**config.mk**
```make
export PLATFORM = sky130hd
export DESIGN_NAME = command_line_escape_parser_unit
export DESIGN_NICKNAME = d
export VERILOG_FILES = /design/src/rtl/core/clep_pkg.sv /design/src/rtl/core/command_line_escape_parser_unit.sv /design/src/rtl/core/clep_in_stage.sv /design/src/rtl/core/clep_step.sv /design/src/rtl/core/clep_out_stage.sv
export SDC_FILE = /design/constraint.sdc
export NUM_CORES = 1
export LEC_CHECK = 0
export BUFFER_PORTS_ARGS = -buffer_cell sky130_fd_sc_hd__buf_4
export CORE_UTILIZATION = 55
export DETAILED_ROUTE_END_ITERATION = 6
export PLACE_DENSITY_LB_ADDON = 0.15
export REMOVE_ABC_BUFFERS = 1
export SLEW_MARGIN = 15
export SYNTH_ARGS = -nofsm -noshare
export SYNTH_HDL_FRONTEND = slang
export SYNTH_SLANG_ARGS = --single-unit
```
**constraint.sdc**
```tcl
create_clock -name clk_i -period 4.2 [get_ports clk_i]
set_clock_uncertainty 0.15 [all_clocks]
set_input_delay 1.26 -clock clk_i [delete_from_list [all_inputs] [get_ports clk_i]]
set_output_delay 1.26 -clock clk_i [all_outputs]
set_load 0.02 [all_outputs]
```
**src/rtl/core/clep_pkg.sv**
```systemverilog
// Types, codes and character constants shared by the command line parser.
`default_nettype none

package clep_pkg;

  typedef struct packed {
    logic [7:0] char_code;
    logic       line_end;
  } in_word_t;

  typedef struct packed {
    logic       is_verdict;
    logic       in_data_part;
    logic [7:0] out_byte;
    logic [2:0] command_code;
    logic       range_flag;
    logic [2:0] status;
  } out_word_t;

  typedef enum logic [4:0] {
    PH_START  = 5'b00001,
    PH_KEY    = 5'b00010,
    PH_DATA   = 5'b00100,
    PH_EOL    = 5'b01000,
    PH_IGNORE = 5'b10000
  } phase_e;

  typedef enum logic [3:0] {
    ESC_NONE   = 4'b0001,
    ESC_SLASH  = 4'b0010,
    ESC_HEX_HI = 4'b0100,
    ESC_HEX_LO = 4'b1000
  } esc_e;

  typedef enum logic [2:0] {
    CMD_NONE   = 3'd0,
    CMD_GET    = 3'd1,
    CMD_COUNT  = 3'd2,
    CMD_PUT    = 3'd3,
    CMD_REMOVE = 3'd4,
    CMD_COMMIT = 3'd5
  } cmd_e;

  typedef enum logic [2:0] {
    ST_OK       = 3'd0,
    ST_UNKNOWN  = 3'd1,
    ST_ESCAPE   = 3'd2,
    ST_COLON    = 3'd3,
    ST_TRAILING = 3'd4
  } status_e;

  localparam logic [7:0] CH_GET     = 8'h3F;  // ?
  localparam logic [7:0] CH_COUNT   = 8'h23;  // #
  localparam logic [7:0] CH_PUT     = 8'h2B;  // +
  localparam logic [7:0] CH_REMOVE  = 8'h2D;  // -
  localparam logic [7:0] CH_COMMIT  = 8'h21;  // !
  localparam logic [7:0] CH_COMMENT = 8'h3E;  // >
  localparam logic [7:0] CH_STAR    = 8'h2A;
  localparam logic [7:0] CH_COLON   = 8'h3A;
  localparam logic [7:0] CH_BSLASH  = 8'h5C;
  localparam logic [7:0] CH_LOW_X   = 8'h78;
  localparam logic [7:0] CH_LOW_T   = 8'h74;
  localparam logic [7:0] CH_LOW_R   = 8'h72;
  localparam logic [7:0] CH_LOW_N   = 8'h6E;
  localparam logic [7:0] CH_TAB     = 8'h09;
  localparam logic [7:0] CH_CR      = 8'h0D;
  localparam logic [7:0] CH_LF      = 8'h0A;

  // Bit 4 set marks a character that is not a hex digit.
  function automatic logic [4:0] hex_value(input logic [7:0] c);
    logic [4:0] v;
    v = 5'h10;
    if (c inside {[8'h30:8'h39]}) begin
      v = {1'b0, c[3:0]};
    end else if (c inside {[8'h41:8'h46], [8'h61:8'h66]}) begin
      v = {1'b0, c[3:0] + 4'd9};
    end
    return v;
  endfunction

endpackage

`default_nettype wire

```
**src/rtl/core/command_line_escape_parser_unit.sv**
```systemverilog
// Top level of the command line parser with escape decoding.
//
//   channel | dir | handshake               | word
//   in      | in  | in_valid_i / in_stall_o | in_word_t  (char_code, line_end)
//   out     | out | out_valid_o/out_stall_i | out_word_t (byte or verdict)
//
// One word per cycle while the output is not stalled; an accepted word passes
// through the input register, then is decoded into the result register.
// Parser state updates as each word leaves the input register.
// Reset clears parser state and valid flags to line start; no clearing pass.
// An output stall holds a full result register and, once the input register
// is also full, raises in_stall_o in the same cycle.
`default_nettype none

module command_line_escape_parser_unit
  import clep_pkg::*;
(
  input  wire logic      clk_i,
  input  wire logic      rst_ni,
  input  wire logic      in_valid_i,
  output logic           in_stall_o,
  input  wire in_word_t  in_word_i,
  output logic           out_valid_o,
  input  wire logic      out_stall_i,
  output out_word_t      out_word_o
);

  logic      word_valid;
  in_word_t  word;
  logic      res_valid;
  out_word_t res;
  logic      out_free;
  logic      advance;

  assign advance = word_valid && out_free;

  clep_in_stage u_in (
    .clk_i       (clk_i),
    .rst_ni      (rst_ni),
    .in_valid_i  (in_valid_i),
    .in_stall_o  (in_stall_o),
    .in_word_i   (in_word_i),
    .take_i      (advance),
    .word_valid_o(word_valid),
    .word_o      (word)
  );

  clep_step u_step (
    .clk_i      (clk_i),
    .rst_ni     (rst_ni),
    .advance_i  (advance),
    .word_i     (word),
    .res_valid_o(res_valid),
    .res_o      (res)
  );

  clep_out_stage u_out (
    .clk_i      (clk_i),
    .rst_ni     (rst_ni),
    .load_i     (advance && res_valid),
    .res_i      (res),
    .free_o     (out_free),
    .out_valid_o(out_valid_o),
    .out_stall_i(out_stall_i),
    .out_word_o (out_word_o)
  );

endmodule

`default_nettype wire

```
**src/rtl/core/clep_in_stage.sv**
```systemverilog
// Input register stage: holds one incoming word until the parser takes it.
`default_nettype none

module clep_in_stage
  import clep_pkg::*;
(
  input  wire logic     clk_i,
  input  wire logic     rst_ni,
  input  wire logic     in_valid_i,
  output logic          in_stall_o,
  input  wire in_word_t in_word_i,
  input  wire logic     take_i,
  output logic          word_valid_o,
  output in_word_t      word_o
);

  logic     valid_q, valid_d;
  in_word_t word_q;

  assign in_stall_o = valid_q && !take_i;
  assign valid_d    = in_stall_o ? valid_q : in_valid_i;

  always_ff @(posedge clk_i or negedge rst_ni) begin
    if (!rst_ni) begin
      valid_q <= 1'b0;
    end else begin
      valid_q <= valid_d;
    end
  end

  always_ff @(posedge clk_i) begin
    if (in_valid_i && !in_stall_o) begin
      word_q <= in_word_i;
    end
  end

  assign word_valid_o = valid_q;
  assign word_o       = word_q;

endmodule

`default_nettype wire

```
**src/rtl/core/clep_step.sv**
```systemverilog
// Parser state and per-character decode: command, escapes, separators, verdict.
`default_nettype none

module clep_step
  import clep_pkg::*;
(
  input  wire logic     clk_i,
  input  wire logic     rst_ni,
  input  wire logic     advance_i,
  input  wire in_word_t word_i,
  output logic          res_valid_o,
  output out_word_t     res_o
);

  phase_e     phase_q, phase_d;
  esc_e       esc_q, esc_d;
  logic [3:0] nib_q, nib_d;
  cmd_e       cmd_q, cmd_d;
  logic       range_q, range_d;
  status_e    status_q, status_d;

  logic       fail_en;
  status_e    fail_code;
  logic       emit_en;
  logic [7:0] emit_byte;
  logic [4:0] hex;
  logic [7:0] c;
  status_e    final_status;

  assign c   = word_i.char_code;
  assign hex = hex_value(c);

  always_comb begin
    phase_d      = phase_q;
    esc_d        = esc_q;
    nib_d        = nib_q;
    cmd_d        = cmd_q;
    range_d      = range_q;
    status_d     = status_q;
    fail_en      = 1'b0;
    fail_code    = ST_OK;
    emit_en      = 1'b0;
    emit_byte    = c;
    final_status = status_q;
    res_valid_o  = 1'b0;
    res_o        = '0;

    if (word_i.line_end) begin
      if (esc_q != ESC_NONE) begin
        if (status_q == ST_OK) final_status = ST_ESCAPE;
      end else if (phase_q == PH_KEY && cmd_q == CMD_PUT) begin
        if (status_q == ST_OK) final_status = ST_COLON;
      end
      res_valid_o        = 1'b1;
      res_o.is_verdict   = 1'b1;
      res_o.command_code = cmd_q;
      res_o.range_flag   = range_q;
      res_o.status       = final_status;
      phase_d  = PH_START;
      esc_d    = ESC_NONE;
      nib_d    = 4'd0;
      cmd_d    = CMD_NONE;
      range_d  = 1'b0;
      status_d = ST_OK;
    end else begin
      case (phase_q)
        PH_START: begin
          case (c)
            CH_GET: begin
              cmd_d = CMD_GET;
              phase_d = PH_KEY;
            end
            CH_COUNT: begin
              cmd_d = CMD_COUNT;
              phase_d = PH_KEY;
            end
            CH_PUT: begin
              cmd_d = CMD_PUT;
              phase_d = PH_KEY;
            end
            CH_REMOVE: begin
              cmd_d = CMD_REMOVE;
              phase_d = PH_KEY;
            end
            CH_COMMIT: begin
              cmd_d = CMD_COMMIT;
              phase_d = PH_EOL;
            end
            CH_COMMENT: phase_d = PH_IGNORE;
            default: begin
              fail_en = 1'b1;
              fail_code = ST_UNKNOWN;
            end
          endcase
        end
        PH_KEY, PH_DATA: begin
          case (esc_q)
            ESC_SLASH: begin
              esc_d = ESC_NONE;
              case (c)
                CH_LOW_T: begin
                  emit_en = 1'b1;
                  emit_byte = CH_TAB;
                end
                CH_LOW_R: begin
                  emit_en = 1'b1;
                  emit_byte = CH_CR;
                end
                CH_LOW_N: begin
                  emit_en = 1'b1;
                  emit_byte = CH_LF;
                end
                CH_BSLASH, CH_STAR, CH_COLON: emit_en = 1'b1;
                CH_LOW_X: esc_d = ESC_HEX_HI;
                default: begin
                  fail_en = 1'b1;
                  fail_code = ST_ESCAPE;
                end
              endcase
            end
            ESC_HEX_HI: begin
              if (hex[4]) begin
                fail_en = 1'b1;
                fail_code = ST_ESCAPE;
              end else begin
                nib_d = hex[3:0];
                esc_d = ESC_HEX_LO;
              end
            end
            ESC_HEX_LO: begin
              if (hex[4]) begin
                fail_en = 1'b1;
                fail_code = ST_ESCAPE;
              end else begin
                esc_d = ESC_NONE;
                emit_en = 1'b1;
                emit_byte = {nib_q, hex[3:0]};
              end
            end
            default: begin
              if (c == CH_BSLASH) begin
                esc_d = ESC_SLASH;
              end else if (c == CH_COLON) begin
                if (phase_q == PH_KEY && cmd_q == CMD_PUT) begin
                  phase_d = PH_DATA;
                end else begin
                  fail_en = 1'b1;
                  fail_code = ST_TRAILING;
                end
              end else if (c == CH_STAR) begin
                if (phase_q == PH_DATA) begin
                  fail_en = 1'b1;
                  fail_code = ST_TRAILING;
                end else if (cmd_q == CMD_PUT) begin
                  fail_en = 1'b1;
                  fail_code = ST_COLON;
                end else begin
                  range_d = 1'b1;
                  phase_d = PH_EOL;
                end
              end else begin
                emit_en = 1'b1;
              end
            end
          endcase
        end
        PH_EOL: begin
          fail_en = 1'b1;
          fail_code = ST_TRAILING;
        end
        default: ;
      endcase

      if (fail_en) begin
        phase_d = PH_IGNORE;
        esc_d   = ESC_NONE;
        if (status_q == ST_OK) status_d = fail_code;
      end

      res_valid_o        = emit_en;
      res_o.in_data_part = (phase_q == PH_DATA);
      res_o.out_byte     = emit_byte;
    end
  end

  always_ff @(posedge clk_i or negedge rst_ni) begin
    if (!rst_ni) begin
      phase_q  <= PH_START;
      esc_q    <= ESC_NONE;
      nib_q    <= 4'd0;
      cmd_q    <= CMD_NONE;
      range_q  <= 1'b0;
      status_q <= ST_OK;
    end else if (advance_i) begin
      phase_q  <= phase_d;
      esc_q    <= esc_d;
      nib_q    <= nib_d;
      cmd_q    <= cmd_d;
      range_q  <= range_d;
      status_q <= status_d;
    end
  end

endmodule

`default_nettype wire

```
**src/rtl/core/clep_out_stage.sv**
```systemverilog
// Result register stage: holds one result word until downstream takes it.
`default_nettype none

module clep_out_stage
  import clep_pkg::*;
(
  input  wire logic      clk_i,
  input  wire logic      rst_ni,
  input  wire logic      load_i,
  input  wire out_word_t res_i,
  output logic           free_o,
  output logic           out_valid_o,
  input  wire logic      out_stall_i,
  output out_word_t      out_word_o
);

  logic      valid_q, valid_d;
  out_word_t word_q;

  assign free_o  = !valid_q || !out_stall_i;
  assign valid_d = free_o ? load_i : valid_q;

  always_ff @(posedge clk_i or negedge rst_ni) begin
    if (!rst_ni) begin
      valid_q <= 1'b0;
    end else begin
      valid_q <= valid_d;
    end
  end

  always_ff @(posedge clk_i) begin
    if (free_o && load_i) begin
      word_q <= res_i;
    end
  end

  assign out_valid_o = valid_q;
  assign out_word_o  = word_q;

endmodule

`default_nettype wire

```
**Yosys cells after proc, flatten, opt, wreduce, memory -nomap -nowiden**

Cells that the tools add are included.

- Flip-flop bits (word level): 48
- Input port bits: 13
- Output and inout bits: 19

- Add/subtract/negate cells: 1
- Magnitude comparators: 6
- Equal/unequal tests: 37
- Muxes and demuxes: 79
- Reductions and logical operators: 39

Operators with widths:

| cell | number |
|---|---|
| $eq A8 B6 Y1 const B | 8 |
| $mux W5 | 11 |
| $mux W3 | 15 |
| $eq A8 B7 Y1 const B | 5 |
| $mux W4 | 10 |
| $mux W1 | 27 |
| $pmux W8 S3 | 1 |
| $ge A8 B7 Y1 const B | 2 |
| $le A8 B7 Y1 const B | 2 |
| $mux W8 | 2 |
| $pmux W8 S2 | 1 |
| $pmux W3 S5 | 1 |
| $pmux W5 S3 | 1 |
| $reduce_bool A2 Y1 | 7 |
| $ne A4 B4 Y1 const B | 3 |
| $pmux W4 S3 | 1 |
| $reduce_bool A6 Y1 | 2 |
| $reduce_or A6 Y1 | 2 |
| $ne A2 B2 Y1 const B | 5 |
| $pmux W5 S2 | 1 |
| $logic_and A1 B1 Y1 | 9 |
| $pmux W3 S3 | 1 |
| $reduce_and A9 Y1 | 1 |
| $ge A8 B6 Y1 const B | 1 |
| other kinds (35) | 43 |

**Depth between registers and ports, before layout**

Gate-level depths: netlist of the first run.

- Word-level depth: 11
- Depth in mapped cells: 10

**By module**

A second synthesis of the first run with hierarchy kept.

- Cells, all modules: 286
- Area, all modules: 2,847.7 um^2

By module, submodules not included:

| module | instances | cells an instance | area an instance (um^2) | seq. area each (um^2) |
|---|---|---|---|---|
| clep_step | 1 | 249 | 1,949.4 | 503.0 |
| clep_out_stage | 1 | 21 | 558.0 | 535.5 |
| clep_in_stage | 1 | 14 | 327.8 | 295.3 |
| command_line_escape_parser_unit | 1 | 2 | 12.5 | 0.0 |

**Worst setup path before layout of the first run**

OpenSTA, ideal clock, no wires.

- Path type: flip-flop to flip-flop
- From: register u_in.word_q, in the netlist u_in.word_o[1]
- To: register u_out.word_q, in the netlist u_out.out_word_o[0] (enable)
- Arrival time: 2.523 ns
- Path slack: 1.137 ns
- Cell stages (with the launch flop): 10
- Buffers on the path: 0
- Period minus slack after synthesis: 3.063 ns
- Path through: edfxtp_1 inv_1 ha_1 or3b_2 nand4b_1 o21ai_0 nand2_1 o211ai_1 a21oi_1 nor2_1

- Cells in the longest elaborated chain, start to end: 11
- Elaborated cells on any way between the ends: 29
- Those cells by class: order compare (6); eq/ne (6); mux (10); reduce/logical (7)

RTL lines:

| item | line | RTL |
|---|---|---|
| from (decl) | clep_in_stage.sv:18 | `in_word_t word_q;` |
| from (signal assigned) | clep_in_stage.sv:33 | `word_q <= in_word_i;` |
| $ge A8 B7 Y1 / $le A8 B7 Y1 (equally long branches) | clep_pkg.sv:75 | `end else if (c inside {[8'h41:8'h46], [8'h61:8'h66]}) begin` |
| $logic_and A1 B1 Y1 | clep_pkg.sv:75 |  |
| $reduce_bool A2 Y1 | clep_pkg.sv:75 |  |
| $mux W5 | clep_pkg.sv:75 |  |
| $mux W5 | clep_pkg.sv:73 | `if (c inside {[8'h30:8'h39]}) begin` |
| $mux W1 | clep_step.sv:131 | `if (hex[4]) begin` |
| $pmux W1 S3 * | clep_step.sv:97 | `case (esc_q)` |
| $mux W1 * | clep_step.sv:66 | `case (phase_q)` |
| $mux W1 * | clep_step.sv:48 | `if (word_i.line_end) begin` |
| $logic_and A1 B1 Y1 * | command_line_escape_parser_unit.sv:60 | `.load_i (advance && res_valid),` |
| $logic_and A1 B1 Y1 * | clep_out_stage.sv:32 | `if (free_o && load_i) begin` |
| to (signal assigned) | clep_out_stage.sv:33 | `word_q <= res_i;` |
| to (decl) | clep_out_stage.sv:18 | `out_word_t word_q;` |

Every way passes the cells marked *; elsewhere a longest branch is shown, timed or not.
A chain may end at the register's enable or synchronous reset.

**Worst setup path in the final report of the first run**

- From: register u_in.word_q, in the netlist u_in.word_o[1]
- To: register u_step.esc_q[3]

- Cells in the longest elaborated chain, start to end: 11
- Elaborated cells on any way between the ends: 43
- Those cells by class: order compare (6); eq/ne (15); mux (13); reduce/logical (9)

RTL lines:

| item | line | RTL |
|---|---|---|
| $ge A8 B7 Y1 / $le A8 B7 Y1 (equally long branches) | clep_pkg.sv:75 |  |
| $logic_and A1 B1 Y1 | clep_pkg.sv:75 |  |
| $reduce_bool A2 Y1 | clep_pkg.sv:75 |  |
| $mux W5 | clep_pkg.sv:75 |  |
| $mux W5 | clep_pkg.sv:73 |  |
| $mux W1 | clep_step.sv:122, clep_step.sv:131 |  |
| $pmux W1 S2 | clep_step.sv:97 |  |
| $pmux W1 S3 | clep_step.sv:66 |  |
| $mux W1 | clep_step.sv:48 |  |
| $ne A4 B4 Y1 (no line) (tied with other cells) | n/a |  |
| $reduce_and A5 Y1 (no line) / $mux W4 (equally long branches) | n/a |  |
| to (signal assigned) | clep_step.sv:196 | `esc_q <= esc_d;` |
| to (decl) | clep_step.sv:16 | `esc_e esc_q, esc_d;` |

Parallel ways exist; a longest one is shown, timed or not. The select of a mux whose other input is x is not followed.

==> key figures, run 1 <==
Job
  – Maxcap violations: 0

CTS
  – CTS Buf Count: 5
  – Clock root cell: clkbuf_8
  – Post-cts sizing count: 0
  – Clk sink count: 48
  – CTS tree: built
  – CTS H-tree lvls: 2
  – # hold bufs at CTS: 0
  – Deepest clock path buffer count: 2
  – Clock-pin slew on the worst setup and hold paths: 0.10 ns
  – Post-CTS setup buffers: 0
  – Worst skew pair latency: 0.31 ns

Routing
  – Number of iterations in the first detailed-routing pass: 5
  – DRT antenna net count: 0
  – Drt total wl: 7030 µm
  – Number of vias per cell: 6.265
  – DRC viols: 0
  – Starting DRT DRC Count: 246
  – Routed wire length per instance: 17.27 µm
  – DR vias: 2,550

Synthesis
  – Area leader, netlist: edfxtp_1
  – Library cells used by synthesis: 73
  – Synth Flop Type: edfxtp_1
  – Cell with the most instances after synthesis: nand2_1
  – Ys async rst share: 0.4583
  – Synth top cells by count: nand2_1 (31), edfxtp_1 (26), nor2_1 (25), o21ai_0 (25), dfrtp_1 (20)
  – Post-synth EDFFs: 26
  – Register area share after synthesis: 0.4509
  – Synth area leaders: edfxtp_1 (26%), dfrtp_1 (17%), o21ai_0 (4.2%), nand2_1 (3.9%), nor2_1 (3.2%)
  – Synthesized area: 2958 µm²
  – Synth Warn #: 0
  – Post-synth top area share: 0.2640
  – Syn_area_per_cell: 9.603 µm²
  – Seq cells post-synth: 48
  – Synth Instances: 308

Global route
  – Largest net degree at the start of global routing: 25
  – Tot GR Track Use: 0.2730
  – Vias in the first global route: 2,332
  – Initial antenna violation count: 0
  – First-pass GRT wire length: 11,560 µm
  – Global route overflow: 0

Floorplanning
  – Row Count: 26
  – Core area: 5140 µm²
  – Num ports: 32
  – Die width: 75.34 µm
  – Die height: 75.34 µm
  – Die area: 5675 µm²
  – Initial Utilization: 0.5755

Worst setup path
  – Crit path max fanout: 9
  – Slowest CP cell: edfxtp_1
  – CP Class: reg -> reg
  – FF-to-FF setup slack: 1.06 ns
  – WP data required: 4.23 ns
  – Worst path arrival time: 3.17 ns
  – CP delay by family, top: compound AO/OA/AOI/OAI gates
  – Worst Setup Start Kind: register
  – Crit path buf inv count: 1
  – Crit-path cells: inv_1 > ha_1 > or3b_2 > nand4b_1 > o21ai_0 > a21oi_1 > o2111ai_4 > a41oi_4 > mux2i_1
  – Crit-path max cell delay: 0.51 ns
  – Crit. End Element: register

Outcome
  – Status: complete, no violations

Power and ir drop
  – PD cells: 404.5 nW/µm²
  – LEAKAGE: 1.271 nW
  – VDD IR max: 0.0002766 V

Timing
  – Slew Limit Fails: 0
  – Worst Tran Pin Value: 0.9820 ns
  – Period minus WS final: 3.144 ns
  – Final setup vio count: 0
  – Final hold vios: 0
  – Highest achievable clock rate: 318.1 MHz
  – Slew margin rel.: 0.3393
  – RSZ-0062 raised after global routing: false
  – Hold Slack: 0.3552 ns
  – Setup TNS: 0 ns
  – Period utilization: 0.7485

Placement
  – Number of port buffers: 31
  – Placed standard-cell area: 3203 µm²
  – DP Wirelength: 5206 µm
  – Gp weighted congestion: 0.9308

Final layout
  – Final non-filler cell area: 3362 µm²
  – Antenna cell count: 0
  – Share of layout cells above drive strength 1: 0.1810
  – Fillers: 450
  – Area Overhead vs Synth: 13.66%
  – Final #Nets: 353

Hold path
  – Hold Path Class: reg -> reg
registers in the layout (all words and copies together), names as in the netlist:
| signal | flops |
|---|---|
| u_step.esc_q | 4 |
| u_out.out_valid_o | 1 |
| u_in.word_o | 9 |
| u_step.range_q | 1 |
| u_step.nib_q | 4 |
| u_in.word_valid_o | 1 |
| u_step.cmd_q | 3 |
| u_out.out_word_o | 17 |
| u_step.phase_q | 5 |
| u_step.status_q | 3 |
worst register-to-register path, stage by stage (launching register included):
cell       delay (ns)
edfxtp_1         0.51
inv_1            0.21
ha_1             0.27
or3b_2           0.46
nand4b_1         0.13
o21ai_0          0.15
a21oi_1          0.45
o2111ai_4        0.26
a41oi_4          0.30
mux2i_1          0.12
power breakdown:
group	total, mW	switching (mW)	internal, mW
Combinational	0.309	0.189	0.120
Sequential	0.597	0.0502	0.547
Clock	0.454	0.157	0.298
Total	1.36	0.396	0.964
cells in the final DEF (no fill, tap or decap), types with 3 or more instances in the layout:
cell type and instances:
and2_1 9, nand2b_1 4, inv_1 14, clkbuf_8 5, a21oi_1 16, dfrtp_1 20, ha_1 4, o211ai_1 4
and3_1 4, o2bb2ai_1 3, xnor2_1 3, or2_2 3, nand3_1 11, a211oi_1 4, nand2_1 31, buf_4 32
edfxtp_1 26, nor4_1 4, mux2i_1 3, bufinv_16 3, nor2_1 25, nor3_1 12, a22oi_1 4, nand4_1 4
o21ai_0 25, nand3b_1 3, o22ai_1 5, a32oi_1 4, a32o_1 3
metrics by stage:
step	setup WS (ns)	util	power, mW	std cells
after global routing	0.8935	0.6541	1.412	407
after floorplan	1.126	-	0.8116	297
after CTS	1.105	0.6541	1.357	407
after detailed placement	1.104	0.6232	0.9087	399
final	1.056	0.6541	1.360	407
after global placement	1.135	0.6232	0.9064	399
final timing paths:
kind	startpoint	end	cells after the start
min	u_step.range_q	u_step.range_q	1
min in group asynchronous	rst_ni	u_step.range_q	1
min reg2reg	u_step.range_q	u_step.range_q	1
max	u_in.word_o[1]	u_step.esc_q[3]	9
max in group asynchronous	rst_ni	u_step.esc_q[0]	1
max reg2reg	u_in.word_o[1]	u_step.esc_q[3]	9
routing by layer:
metal  vias to the layer above  track usage  wire, µm
met1                      1186       0.3892      3092
met2                       121       0.4355      3260
met5                         -            0         0
met3                        18      0.03439       516
li1                       1225            -         -
met4                         0      0.08848       161
cells by family (layout without fill, tap and decap cells):
group / count (synthesis) / after routing / share of synthesized area
flops: 48 / 48 / 0.4509
mux: 4 / 4 / 0.01396
simple gates: 128 / 128 / 0.2284
compound gates: 94 / 94 / 0.2310
xor+xnor: 4 / 4 / 0.01185
fa+ha+maj: 4 / 4 / 0.01692
buf+inv: 26 / 55 / 0.04695
layout make-up:
type	instances	area (µm²)	share of cell area
multi-input combinational	234	1485	0.4418
sequential	48	1334	0.3967
timing repair buffer	32	240.2	0.07146
clock inverter	3	90.09	0.02680
tap	70	87.58	0.02605
clock buffer	5	68.82	0.02047
inverter	15	56.30	0.01675
Note: power is estimated with default switching activity, not from simulation.
==> run 2: changes to the inputs <==
--- a/config.mk
+++ b/config.mk
@@ -6,7 +6,7 @@
 export NUM_CORES = 1
 export LEC_CHECK = 0
 export BUFFER_PORTS_ARGS = -buffer_cell sky130_fd_sc_hd__buf_4
-export CORE_UTILIZATION = 55
+export CORE_UTILIZATION = 53
 export DETAILED_ROUTE_END_ITERATION = 6
 export PLACE_DENSITY_LB_ADDON = 0.15
 export REMOVE_ABC_BUFFERS = 1
==> constraint.sdc (replaced) <==
create_clock -name clk_i -period 2.7 [get_ports clk_i]
set_clock_uncertainty 0.15 [all_clocks]
set_input_delay 0.81 -clock clk_i [delete_from_list [all_inputs] [get_ports clk_i]]
set_output_delay 0.81 -clock clk_i [all_outputs]
set_load 0.02 [all_outputs]
==> run 2 against run 1 <==
Worst setup slack got worse by 0.93 ns. Clock power increased by 16%. Wire length is 12% higher. First-iteration DRC count up 34%. Design area grew 8.0%. Power increased by 48%. Critical endpoint is now u_step.status_q[2]. Largest cell class unchanged.
==> key figures, run 2 (synthesis gave the netlist of run 1 again) <==
Outcome
  – Status: complete, no violations

CTS
  – Clock root cell: clkbuf_8
  – Clock-pin slew on the worst setup and hold paths: 0.09 ns
  – CTS tree: built
  – CTS H-tree lvls: 2
  – Worst skew pair latency: 0.31 ns
  – CTS Buf Count: 5
  – # hold bufs at CTS: 0
  – Clk sink count: 48
  – Deepest clock path buffer count: 2

Worst setup path
  – Worst Setup Start Kind: register
  – FF-to-FF setup slack: 0.13 ns
  – Crit-path cells: inv_2 > ha_2 > and3_1 > a2bb2oi_2 > o211ai_2 > a22oi_2 > o2111ai_4 > buf_4 > nand2_1 > a32o_1
  – Slowest CP cell: edfxtp_1
  – WP data required: 2.76 ns
  – Worst path arrival time: 2.62 ns
  – CP Class: reg -> reg
  – Crit. End Element: register
  – Crit path max fanout: 8
  – Crit-path max cell delay: 0.43 ns

Hold path
  – Hold Path Class: in -> async

Floorplanning
  – Row Count: 26
  – Initial Utilization: 0.5647
  – Die width: 76.71 µm
  – Num ports: 32
  – Die area: 5884 µm²
  – Die height: 76.71 µm
  – Core area: 5238 µm²

Timing
  – Period minus WS final: 2.569 ns
  – RSZ-0062 raised after global routing: false
  – Highest achievable clock rate: 389.3 MHz
  – Slew Limit Fails: 0
  – Final hold vios: 0
  – Slew margin rel.: 0.5741
  – Worst Tran Pin Value: 0.6330 ns
  – Final setup vio count: 0
  – Period utilization: 0.9514
  – Hold Slack: 0.2320 ns

Routing
  – DRC viols: 0
  – DRT antenna net count: 0
  – DR vias: 2,778
  – Routed wire length per instance: 17.94 µm
  – Starting DRT DRC Count: 329
  – Number of vias per cell: 6.314
  – Number of iterations in the first detailed-routing pass: 5
  – Drt total wl: 7894 µm

Placement
  – Gp weighted congestion: 1.025
  – DP Wirelength: 5713 µm
  – Number of port buffers: 31

Global route
  – Vias in the first global route: 2,588
  – Initial antenna violation count: 0
  – Tot GR Track Use: 0.2821
  – First-pass GRT wire length: 12,790 µm
  – Largest net degree at the start of global routing: 23
  – Global route overflow: 0

Final layout
  – Final #Nets: 386
  – Commonest non-fill, non-tap cell in the layout: buf_4
  – Area Overhead vs Synth: 22.72%
  – Most frequent cells in the layout: buf_4 (63), nand2_1 (31), edfxtp_1 (26)
  – Antenna cell count: 0
  – Max reg flops: 17
  – Share of layout cells above drive strength 1: 0.2784

Power and ir drop
  – VDD IR max: 0.0003651 V
  – Combinational Power Share: 0.282
  – Sequential power share: 0.456
  – P_sw: 0.6426 mW
  – Int Pwr: 1.365 mW
  – Clk pwr share: 0.262
  – PD cells: 553.1 nW/µm²
  – Net Sw Frac: 0.3201
  – LEAKAGE: 1.416 nW
  – Pwr Total: 2.008 mW

Job
  – Maxcap violations: 0
==> run 2: cell types whose count changed in the layout (fill, tap and decap cells not counted), moves of 2 or more <==
cell | before | now
buf_4 | 32 | 63
ha_1 | 4 | 1
ha_4 | 0 | 2
o21ai_0 | 25 | 23
inv_1 | 14 | 12
bufinv_16 | 3 | 1
inv_2 | 1 | 3
==> run 2: worst paths after layout <==
| check | startpoint | to | cells past startpoint |
|---|---|---|---|
| max in group asynchronous | rst_ni | u_step.esc_q[0] | 1 |
| worst min register to register | u_step.range_q | u_step.range_q | 1 |
| worst min-delay path | rst_ni | u_step.nib_q[3] | 1 |
| worst max-delay path | u_in.word_o[1] | u_step.status_q[2] | 10 |
| worst max register to register | u_in.word_o[1] | u_step.status_q[2] | 10 |
| min in group clk_i | u_step.range_q | u_step.range_q | 1 |
==> run 2: area by class of cell <==
type | count | area (µm²)
multi-input combinational | 234 | 1536
inverter | 15 | 56.30
sequential | 48 | 1334
fill | 410 | 1608
clock buffer | 5 | 68.82
timing repair buffer | 65 | 504.2
clock inverter | 3 | 42.54
tap | 70 | 87.58
==> run 2: power groups by stage <==
stage	sequential (mW)	combinational, mW	clock (mW)
detailed placement	0.929	0.541	0
CTS	0.914	0.543	0.534
global placement	0.925	0.536	0
global route	0.926	0.613	0.562
finish	0.916	0.566	0.526
floorplan	0.951	0.312	0
==> run 2: metrics by stage <==
stage                     instance area, µm²  utilization  setup WS, ns  std cells  TNS [ns]
after floorplan                         2875            -       -0.3743        297    -6.363
after global placement                  3426       0.6541        0.1137        427         0
after detailed placement                3426       0.6541       0.06234        427         0
after CTS                               3537       0.6753       0.04039        435         0
after global routing                    3630       0.6930       0.01342        440         0
final                                   3630       0.6930        0.1312        440         0
==> run 2: per-layer routing <==
metal | track usage | part of all wire | up-vias
met2 | 0.4518 | 0.46 | 176
met1 | 0.3790 | 0.41 | 1287
met4 | 0.1250 | 0.031 | 0
li1 | - | - | 1286
met3 | 0.04167 | 0.096 | 29
met5 | 0 | 0 | -
==> run 2: critical path: cells and delay by family, from the launching register on <==
family                   cells  cell delay, ns
AO/OA/AOI/OAI                5            1.00
AND/OR/NAND/NOR              2            0.30
adder cells (fa/ha/maj)      1            0.27
flip-flops                   1            0.43
buffers and inverters        2            0.30
==> run 2: timing repair <==
action	in CTS	in global routing
setup endpoints to repair	0	35
resized for setup	0	16
buffers inserted	0	5
==> run 3: changes to the inputs <==
--- a/config.mk
+++ b/config.mk
@@ -6,7 +6,7 @@
 export NUM_CORES = 1
 export LEC_CHECK = 0
 export BUFFER_PORTS_ARGS = -buffer_cell sky130_fd_sc_hd__buf_4
-export CORE_UTILIZATION = 53
+export CORE_UTILIZATION = 55
 export DETAILED_ROUTE_END_ITERATION = 6
 export PLACE_DENSITY_LB_ADDON = 0.15
 export REMOVE_ABC_BUFFERS = 1
==> constraint.sdc (replaced) <==
create_clock -name clk_i -period 2.4 [get_ports clk_i]
set_clock_uncertainty 0.15 [all_clocks]
set_input_delay 0.72 -clock clk_i [delete_from_list [all_inputs] [get_ports clk_i]]
set_output_delay 0.72 -clock clk_i [all_outputs]
set_load 0.02 [all_outputs]
==> run 3 against run 2 <==
The run now ends with negative setup slack left. Critical path depth increased by 1. Sequential share of layout area decreased by 4.4 points. Register-to-register slack got worse by 0.33 ns. Hold slack got worse by 0.096 ns. Maximum frequency decreased by 1.2%. Power increased by 30%. Sequential cell count unchanged. Combinational power increased by 36%. Largest power group unchanged. Highest routed layer unchanged.
==> key figures, run 3 (synthesis gave the netlist of run 1 again) <==
Outcome
  – Status: complete, but fails checks
  – Failing checks: negative setup slack

Placement
  – Number of port buffers: 31
  – Dpl cells: 456
  – Gp weighted congestion: 0.9793
  – DP Wirelength: 6096 µm

Global route
  – Global route overflow: 0
  – Vias in the first global route: 2,803
  – Initial antenna violation count: 0
  – Largest net degree at the start of global routing: 23
  – Tot GR Track Use: 0.3212
  – First-pass GRT wire length: 13,620 µm

Floorplanning
  – Num ports: 32
  – Die height: 75.34 µm
  – Die area: 5675 µm²
  – Row Count: 26
  – Die width: 75.34 µm
  – Initial Utilization: 0.5755
  – Core area: 5140 µm²

CTS
  – Clock root cell: clkbuf_8
  – CTS Buf Count: 5
  – CTS tree: built
  – Deepest clock path buffer count: 2
  – Clk sink count: 48
  – Clock-pin slew on the worst setup and hold paths: 0.10 ns
  – CTS H-tree lvls: 2
  – Worst skew pair latency: 0.31 ns

Timing
  – Setup TNS: -3.955 ns
  – Slew margin rel.: 0.6120
  – Highest achievable clock rate: 384.6 MHz
  – Hold Slack: 0.1360 ns
  – RSZ-0062 raised after global routing: true
  – Slew Limit Fails: 0
  – Worst Tran Pin Value: 0.5821 ns
  – Final worst setup slack: -0.1998 ns
  – Final hold vios: 0
  – Period minus WS final: 2.600 ns
  – Period utilization: 1.083
  – Final setup vio count: 33

Routing
  – Starting DRT DRC Count: 447
  – Number of vias per cell: 6.399
  – Routed wire length per instance: 18.95 µm
  – Drt total wl: 9078 µm
  – DRC viols: 0
  – DRT antenna net count: 0
  – Number of iterations in the first detailed-routing pass: 5
  – DR vias: 3,065

Worst setup path
  – Crit-path cells: inv_2 > ha_4 > or3b_4 > nand4b_1 > o21ai_2 > a21oi_1 > buf_4 > buf_4 > or2_4 > a41oi_4 > o22ai_1
  – Worst path arrival time: 2.64 ns
  – Crit-path max cell delay: 0.42 ns
  – Crit. End Element: register
  – CP Class: reg -> reg
  – Critical Path Most Common Cell: buf_4
  – WP data required: 2.44 ns
  – Crit path max fanout: 4
  – Crit path buf inv count: 3
  – CP delay by family, top: compound AO/OA/AOI/OAI gates
  – Worst Setup Start Kind: register
  – Slowest CP cell: edfxtp_1

Hold path
  – Hold Path Class: in -> async

Final layout
  – Area occupied by multi-input gates: 1657 µm²
  – Max reg flops: 17
  – Non-filler cells, final: 479
  – Final #Nets: 425
  – Share of layout cells above drive strength 1: 0.3863
  – Commonest non-fill, non-tap cell in the layout: buf_4
  – Most frequent cells in the layout: buf_4 (97), nand2_1 (30), edfxtp_1 (26)
  – Antenna cell count: 0
  – Fillers: 337
  – Area Overhead vs Synth: 39.38%
  – Util after Layout: 0.8021
  – Storage element area: 1334 µm²

Power and ir drop
  – LEAKAGE: 1.658 nW
  – VDD IR max: 0.0004787 V
  – PD cells: 631.9 nW/µm²

Job
  – Maxcap violations: 0
## run 3: cell count changes in the layout (fill, tap and decap cells not counted), moves of 2 or more
| cell | change |
|---|---|
| o41ai_2 | +2 |
| o41ai_1 | -2 |
| a21oi_1 | -3 |
| a21oi_2 | +3 |
| nor2_4 | +2 |
| buf_4 | +34 |
| o21ai_1 | +5 |
| buf_6 | +4 |
| o21ai_0 | -6 |
| bufinv_16 | +2 |
## run 3: routing by layer
| layer | vias to the layer above | share of wire | global-route usage | wire length, µm |
|---|---|---|---|---|
| met5 | - | 0 | 0 | 0 |
| met1 | 1438 | 0.40 | 0.4345 | 3627 |
| met3 | 38 | 0.087 | 0.04894 | 793 |
| li1 | 1375 | - | - | - |
| met4 | 0 | 0.035 | 0.1337 | 319 |
| met2 | 214 | 0.48 | 0.5179 | 4337 |
## run 3: repair_timing
| item | in CTS | in global routing |
|---|---|---|
| endpoints found under the setup margin | 39 | 42 |
| hold buffers | 0 | 0 |
| setup buffers | 8 | 6 |
| pin swaps | 7 | 12 |
| cloned | 0 | 1 |
| gates resized for setup | 20 | 28 |
## run 3: cell type report
cell class                 instances  area share
clock buffer                       5     0.01669
inverter                          15     0.01366
multi-input combinational        234      0.4018
sequential                        48      0.3235
tap                               70     0.02124
clock inverter                     3     0.02185
timing repair buffer             104      0.2012
## run 3: per-stage QoR
stage	area, µm²	power (mW)	worst slack, ns
after floorplan	2875	1.420	-0.6743
after global placement	3643	1.704	-0.1895
after detailed placement	3643	1.713	-0.2748
after CTS	3940	2.517	-0.08112
after global routing	4123	2.699	-0.3130
final	4123	2.605	-0.1998
## run 3: power breakdown
| part | internal [mW] | switching, mW |
|---|---|---|
| Combinational | 0.346 | 0.426 |
| Sequential | 0.957 | 0.0745 |
| Clock | 0.521 | 0.281 |
| Total | 1.82 | 0.782 |
## run 3: path summary, 6_finish.rpt
check | startpoint | endpoint | slack (ns) | cells past startpoint
min reg2reg | u_step.range_q | u_step.range_q | 0.34 | 1
max in group asynchronous | rst_ni | u_step.phase_q[0] | 1.67 | 1
min in group clk_i | u_step.range_q | u_step.range_q | 0.34 | 1
max reg2reg | u_in.word_o[1] | u_step.esc_q[2] | -0.20 | 11
min | rst_ni | u_step.esc_q[1] | 0.14 | 1
max | u_in.word_o[1] | u_step.esc_q[2] | -0.20 | 11
